**src/rtl/scan_position_lru_table_assert.svh**
```systemverilog
// Assertion macros for the scan position table RTL.
`ifndef SCAN_POSITION_LRU_TABLE_ASSERT_SVH
`define SCAN_POSITION_LRU_TABLE_ASSERT_SVH

// Check that cons holds in the same cycle as ante.
`define SPLT_ASSERT_SAME(lbl, ante, cons, msg) \
  lbl: assert property (@(posedge clk) disable iff (rst) (ante) |-> (cons)) else $error(msg);

// Check that cons holds in the cycle after ante.
`define SPLT_ASSERT_NEXT(lbl, ante, cons, msg) \
  lbl: assert property (@(posedge clk) disable iff (rst) (ante) |=> (cons)) else $error(msg);

`endif

```
**src/rtl/splt_pkg.sv**
```systemverilog
package splt_pkg;

  localparam int ENTRIES = 20;
  localparam int WORD_W  = 32;
  localparam int LOG2_W  = 3;

  localparam logic [LOG2_W-1:0] INTERVAL_LOG2_RESET = 3'd4;

  localparam logic OP_GET    = 1'b0;
  localparam logic OP_REPORT = 1'b1;

  typedef struct packed {
    logic [WORD_W-1:0] tablespace;
    logic [WORD_W-1:0] database;
    logic [WORD_W-1:0] relation;
    logic [WORD_W-1:0] position;
  } entry_t;

  // Controller to datapath commands.
  typedef struct packed {
    logic load;
    logic search;
    logic commit;
  } cmd_t;

endpackage

```
**src/rtl/scan_position_lru_table.sv**
```systemverilog
// Channel  Handshake              Word
// in       in_valid / in_ready    opcode, tablespace_id, database_id, relation_id,
//                                 block_number, table_length
// out      out_valid / out_ready  start_block, key_found, table_touched
// cfg      cfg_we                 cfg_wdata (report_interval_log2)
//
// Each request goes through accept, parallel key compare over all entries,
// then move-to-front and output load. One request is in flight at a time.
// A result waiting at the output stalls the final step, and no new request
// is accepted until that step completes. Synchronous reset restores the table
// (key 0, position all ones) and sets the report interval log2 to 4.
module scan_position_lru_table
  import splt_pkg::*;
(
  input  logic              clk,
  input  logic              rst,
  input  logic              cfg_we,
  input  logic [LOG2_W-1:0] cfg_wdata,
  input  logic              in_valid,
  output logic              in_ready,
  input  logic              opcode,
  input  logic [WORD_W-1:0] tablespace_id,
  input  logic [WORD_W-1:0] database_id,
  input  logic [WORD_W-1:0] relation_id,
  input  logic [WORD_W-1:0] block_number,
  input  logic [WORD_W-1:0] table_length,
  output logic              out_valid,
  input  logic              out_ready,
  output logic [WORD_W-1:0] start_block,
  output logic              key_found,
  output logic              table_touched
);

  `include "scan_position_lru_table_assert.svh"

  cmd_t cmd;

  splt_ctrl u_ctrl (
    .clk       (clk),
    .rst       (rst),
    .in_valid  (in_valid),
    .in_ready  (in_ready),
    .out_valid (out_valid),
    .out_ready (out_ready),
    .cmd       (cmd)
  );

  splt_dp u_dp (
    .clk           (clk),
    .rst           (rst),
    .cmd           (cmd),
    .cfg_we        (cfg_we),
    .cfg_wdata     (cfg_wdata),
    .opcode        (opcode),
    .tablespace_id (tablespace_id),
    .database_id   (database_id),
    .relation_id   (relation_id),
    .block_number  (block_number),
    .table_length  (table_length),
    .start_block   (start_block),
    .key_found     (key_found),
    .table_touched (table_touched)
  );

  `SPLT_ASSERT_SAME(a_no_overwrite, cmd.commit, !out_valid || out_ready, "result overwritten")
  `SPLT_ASSERT_NEXT(a_load_search, in_valid && in_ready, cmd.search, "no search after accept")
  `SPLT_ASSERT_NEXT(a_commit_valid, cmd.commit, out_valid, "commit without output word")
  `SPLT_ASSERT_SAME(a_untouched_zero, out_valid && !table_touched, !key_found && (start_block == '0), "untouched result not zero")

endmodule

```
**src/rtl/splt_ctrl.sv**
```systemverilog
module splt_ctrl
  import splt_pkg::*;
(
  input  logic clk,
  input  logic rst,
  input  logic in_valid,
  output logic in_ready,
  output logic out_valid,
  input  logic out_ready,
  output cmd_t cmd
);

  typedef enum logic [1:0] {
    IDLE,
    SEARCH,
    COMMIT
  } state_t;

  state_t state;

  assign in_ready   = (state == IDLE);
  assign cmd.load   = in_valid && (state == IDLE);
  assign cmd.search = (state == SEARCH);
  // Hold the commit while an earlier word still waits at the output.
  assign cmd.commit = (state == COMMIT) && (!out_valid || out_ready);

  always_ff @(posedge clk) begin
    if (rst) begin
      state     <= IDLE;
      out_valid <= 1'b0;
    end else begin
      if (cmd.commit) begin
        out_valid <= 1'b1;
      end else if (out_ready) begin
        out_valid <= 1'b0;
      end
      case (state)
        IDLE: begin
          if (cmd.load) begin
            state <= SEARCH;
          end
        end
        SEARCH: begin
          state <= COMMIT;
        end
        COMMIT: begin
          if (cmd.commit) begin
            state <= IDLE;
          end
        end
        default: begin
          state <= IDLE;
        end
      endcase
    end
  end

endmodule

```
**src/rtl/splt_dp.sv**
```systemverilog
module splt_dp
  import splt_pkg::*;
(
  input  logic              clk,
  input  logic              rst,
  input  cmd_t              cmd,
  input  logic              cfg_we,
  input  logic [LOG2_W-1:0] cfg_wdata,
  input  logic              opcode,
  input  logic [WORD_W-1:0] tablespace_id,
  input  logic [WORD_W-1:0] database_id,
  input  logic [WORD_W-1:0] relation_id,
  input  logic [WORD_W-1:0] block_number,
  input  logic [WORD_W-1:0] table_length,
  output logic [WORD_W-1:0] start_block,
  output logic              key_found,
  output logic              table_touched
);

  logic [LOG2_W-1:0] interval_log2;

  logic              req_op;
  logic [WORD_W-1:0] req_ts;
  logic [WORD_W-1:0] req_db;
  logic [WORD_W-1:0] req_rel;
  logic [WORD_W-1:0] req_blk;
  logic [WORD_W-1:0] req_len;
  logic              req_touch;

  entry_t            tbl [ENTRIES];

  logic [ENTRIES-1:0] match;
  logic [ENTRIES-1:0] ahead;
  logic [ENTRIES-1:0] first;
  logic [WORD_W-1:0]  pos_sel;
  logic [WORD_W-1:0]  blk_mask;
  logic               in_touch;

  logic               hit;
  logic [ENTRIES-1:0] shift_en;
  logic [WORD_W-1:0]  val;

  // Off-interval reports leave the table alone.
  assign blk_mask = ~({WORD_W{1'b1}} << interval_log2);
  assign in_touch = (opcode == OP_GET) || ((block_number & blk_mask) == '0);

  always_comb begin
    pos_sel = '0;
    for (int i = 0; i < ENTRIES; i++) begin
      match[i] = (tbl[i].tablespace == req_ts) && (tbl[i].database == req_db) &&
                 (tbl[i].relation == req_rel);
    end
    for (int i = 0; i < ENTRIES; i++) begin
      ahead[i] = |(match & ((ENTRIES'(1) << i) - ENTRIES'(1)));
      first[i] = match[i] && !ahead[i];
      pos_sel  = pos_sel | (tbl[i].position & {WORD_W{first[i]}});
    end
  end

  always_ff @(posedge clk) begin
    if (rst) begin
      interval_log2 <= INTERVAL_LOG2_RESET;
    end else if (cfg_we) begin
      interval_log2 <= cfg_wdata;
    end
  end

  always_ff @(posedge clk) begin
    if (cmd.load) begin
      req_op    <= opcode;
      req_ts    <= tablespace_id;
      req_db    <= database_id;
      req_rel   <= relation_id;
      req_blk   <= block_number;
      req_len   <= table_length;
      req_touch <= in_touch;
    end
    // Entry i shifts down when no match sits in front of it.
    if (cmd.search) begin
      hit      <= |match;
      shift_en <= ~ahead;
      if (req_op == OP_REPORT) begin
        val <= req_blk;
      end else if (|match) begin
        val <= pos_sel;
      end else begin
        val <= '0;
      end
    end
    if (cmd.commit) begin
      table_touched <= req_touch;
      key_found     <= req_touch && hit;
      if (req_touch && (req_op == OP_GET) && (val < req_len)) begin
        start_block <= val;
      end else begin
        start_block <= '0;
      end
    end
  end

  always_ff @(posedge clk) begin
    if (rst) begin
      for (int i = 0; i < ENTRIES; i++) begin
        tbl[i] <= '{tablespace: '0, database: '0, relation: '0, position: '1};
      end
    end else if (cmd.commit && req_touch) begin
      for (int i = 1; i < ENTRIES; i++) begin
        if (shift_en[i]) begin
          tbl[i] <= tbl[i-1];
        end
      end
      tbl[0] <= '{tablespace: req_ts, database: req_db, relation: req_rel, position: val};
    end
  end

endmodule
```
**config.mk**
```make
export PLATFORM = sky130hd
export DESIGN_NAME = scan_position_lru_table
export DESIGN_NICKNAME = d
export VERILOG_FILES = /design/src/rtl/splt_pkg.sv /design/src/rtl/scan_position_lru_table.sv /design/src/rtl/splt_ctrl.sv /design/src/rtl/splt_dp.sv
export VERILOG_INCLUDE_DIRS = /design/src /design/src/rtl
export SDC_FILE = /design/constraint.sdc
export NUM_CORES = 2
export LEC_CHECK = 0
export BUFFER_PORTS_ARGS = -buffer_cell sky130_fd_sc_hd__buf_2
export CAP_MARGIN = 30
export CORE_MARGIN = 2
export CORE_UTILIZATION = 52
export DETAILED_ROUTE_END_ITERATION = 7
export GPL_TIMING_DRIVEN = 0
export PLACE_DENSITY = 0.77
export SETUP_SLACK_MARGIN = 0.4
export SYNTH_ARGS = -nofsm -noshare
export SYNTH_HDL_FRONTEND = slang
export SYNTH_HIERARCHICAL = 1
export SYNTH_SLANG_ARGS = --single-unit
```
**constraint.sdc**
```tcl
create_clock -name clk -period 8.4 [get_ports clk]
set_clock_uncertainty 0.15 [all_clocks]
set_input_delay 0.42 -clock clk [delete_from_list [all_inputs] [get_ports clk]]
set_output_delay 0.42 -clock clk [all_outputs]
set_load 0.005 [all_outputs]
```
==> out/qor.yml <==
dp_cells: 13430
drt_wl_total_um: 668000
ys_seq_area_frac: 0.643
die-area_um2: 256000
fillers: 19479
grt_max_degree: 84
netlist_instances: 9757
power_density_nw_per_um2: 221
rsz0062_at_grt: "no"
first_iter_violations: 21017
synth.distinct_cells: 62
first_global_vias: 90860
area_growth_pct: 15.2
coreArea_um2: 251000
ys_seq_elements: 2814
cts_setup_buffers: 0
worst_pin_slew_ns: 1.20
antenna_found_initial: 78
p_leak_nw: 56.0
setup_viol: 1
drive_gt1_frac: 0.146
clockBufferDepth: 4
gr-total-overflow: 0
drc: 1
die_h_um: 506
viasPerCell: 7.01
clk_pin_slew_worst_paths_ns: 0.06
synth-main-ff-cell: "edfxtp_1"
grt_pass1_wl_um: 854000
fin_cells: 14259
cts_sinks: 2814
synth_nets: 9957
ant_nets: 0
fin_ws_ns: -0.0291
place_congestion: 1.08
htree_levels: 5
crit_type: "reg -> reg"
arrival_ns: 8.87
synth_edf_count: 2808
hp-class: "in -> reg"
end_kind: "register"
cp_max_fo: 10
dp_hpwl_um: 501000
required_ns: 8.84
routedWlPerCell_um: 46.9
io_buffers: 204
hold_viol_final: 0
num_rows: 184
die_x_um: 506
io_pins: 205
grt.total_usage: 0.510
cts_made_buffers: 318
avgSynthCellArea_um2: 13.5
synthArstFlopShare: 0
startpoint_type: "register"
final_nets: 10823
vias: 99958
fmax_mhz: 119
drv_slew: 0
tritoncts: "yes"
synth-warning-count: 6
failed_checks: "design-rule violations, negative setup slack"
post-route-period-util: 1.00
period_needed_ns: 8.43
first_pass_iters: 8
start_util: 0.523
syn_area_um2: 131000
clock_latency_ns: 1.02
cts_root_buf: "clkbuf_16"
power_mw: 33.4
status: "complete, but fails checks"
maxCapViolCount: 0
peakVddDrop_uv: 239
max_slew_margin: 0.197
==> registers in the layout, indices dropped and copies added, names as in the netlist, 2 cells and up <==
name / count
u_dp/req_len: 32
u_ctrl/state: 2
u_dp/req_db: 32
u_dp/shift_en: 19
u_dp/start_block: 32
u_dp/interval_log2: 3
u_dp/req_rel: 32
u_dp/tbl: 2560
u_dp/val: 32
u_dp/req_blk: 32
u_dp/req_ts: 32
==> layer usage <==
metal / vias to the layer above / share of wire / global-route usage
li1: 37716 / - / -
met1: 49829 / 0.35 / 0.657
met5: - / 0.00035 / 0
met4: 34 / 0.088 / 0.362
met2: 10271 / 0.39 / 0.682
met3: 2108 / 0.17 / 0.225
==> synthesized netlist by cell type, types with 15 or more instances <==
cell type	count	share of area
a21oi_1	50	0.0019
or2_2	558	0.027
nor2b_1	201	0.0096
a41oi_1	21	0.0014
and3_1	1647	0.079
ha_1	31	0.0030
nor4_1	291	0.014
o2bb2ai_1	20	0.0013
nand3_1	152	0.0058
a221oi_1	22	0.0015
buf_2	169	0.0064
nand2b_1	37	0.0018
inv_1	95	0.0027
a21o_1	36	0.0021
xor2_1	759	0.051
buf_6	15	0.0013
nor3_1	42	0.0016
buf_1	16	0.00046
clkbuf_1	543	0.016
nand2_1	143	0.0041
nand4_1	355	0.017
buf_4	25	0.0014
a22o_1	36	0.0024
a22oi_1	92	0.0053
and2_1	102	0.0049
xnor2_1	1159	0.077
a21boi_0	32	0.0018
o21ai_0	27	0.0010
edfxtp_1	2808	0.64
nor2_1	93	0.0027
a222oi_1	32	0.0024
a31o_2	20	0.0013
==> per-stage QoR <==
stage / area (um^2) / TNS (ns) / util / worst slack [ns] / hold slack [ns]
2_1_floorplan: 131000 / 0 / - / 1.04 / 0.298
3_3_place_gp: 136000 / -3076.29 / 0.543 / -1.82 / 0.328
3_5_place_dp: 139000 / 0 / 0.554 / 0.591 / 0.355
4_1_cts: 151000 / 0 / 0.600 / 0.633 / 0.000112
5_1_grt: 151000 / 0 / 0.601 / 0.458 / 0.0202
6_report: 151000 / -0.0291 / 0.602 / -0.0291 / 0.0165
==> final timing paths <==
kind,endpoint,cells past startpoint,from,slack (ns)
setup reg to reg,u_dp/val[30]$_DFFE_PP_,14,u_dp/req_rel[2]$_DFFE_PP_,-0.03
hold / removal,u_dp/req_blk[24]$_DFFE_PP_,2,block_number[24],0.02
setup / recovery,u_dp/val[30]$_DFFE_PP_,14,u_dp/req_rel[2]$_DFFE_PP_,-0.03
hold reg to reg,u_dp/tbl[16][24]$_SDFFCE_PN1P_,2,u_dp/tbl[15][24]$_SDFFCE_PN1P_,0.36
==> layout make-up <==
type                    instances  area (um^2)  area share
repair buffers                546         5720      0.0379
clock inverters               162         1370     0.00905
well taps                    3348         4190      0.0277
clock buffers                 382         8300      0.0549
flip-flops and latches       2814        84400       0.559
plain buffers                 768         3310      0.0219
inverters                      95          357     0.00236
diodes                         64          160     0.00106
multi-input cells            6080        43300       0.287
==> timing repair <==
item                                   in CTS  in global routing
endpoints found under the hold margin     203                  0
gates resized for setup                     0                  0
hold buffers                              211                  0
==> where the power goes <==
| group | internal [mW] | switching (mW) | total, mW |
|---|---|---|---|
| sequential | 16.0 | 0.693 | 16.7 |
| clock | 7.63 | 5.85 | 13.5 |
| combinational | 0.937 | 2.35 | 3.29 |
| total | 24.5 | 8.89 | 33.4 |
==> worst max-delay path: stages (launching register included) <==
cell,delay (ns)
edfxtp_1,0.62
buf_2,0.99
buf_2,0.91
xor2_1,0.26
nor4_1,0.68
nand4_1,0.31
nor4_1,0.35
nand3_1,0.79
nor2b_1,0.43
nand3_1,0.18
buf_2,0.39
buf_1,0.78
o2bb2ai_1,0.12
a221oi_1,0.47
a41oi_1,0.53
==> kinds of logic (layout without fill, tap and decap cells) <==
kind of cell | after synthesis | in the layout | synth area share
AO/OA/AOI/OAI | 455 | 455 | 0.0271
XOR/XNOR | 1918 | 1918 | 0.128
adder cells (fa/ha/maj) | 31 | 31 | 0.00296
buffers and inverters | 863 | 1953 | 0.0279
flip-flops | 2814 | 2814 | 0.643
multiplexers | 14 | 14 | 0.00144
other | 0 | 64 | 0
AND/OR/NAND/NOR | 3662 | 3662 | 0.169
==> layout by cell type, fill, tap and decap left out, types with 290 or more instances in the layout <==
master        n
and3_1     1647
clkbuf_1    598
nand4_1     355
nor4_1      290
xnor2_1    1159
buf_2       382
clkbuf_16   322
edfxtp_1   2808
or2_2       557
xor2_1      759
(Power assumes the default switching activity.)
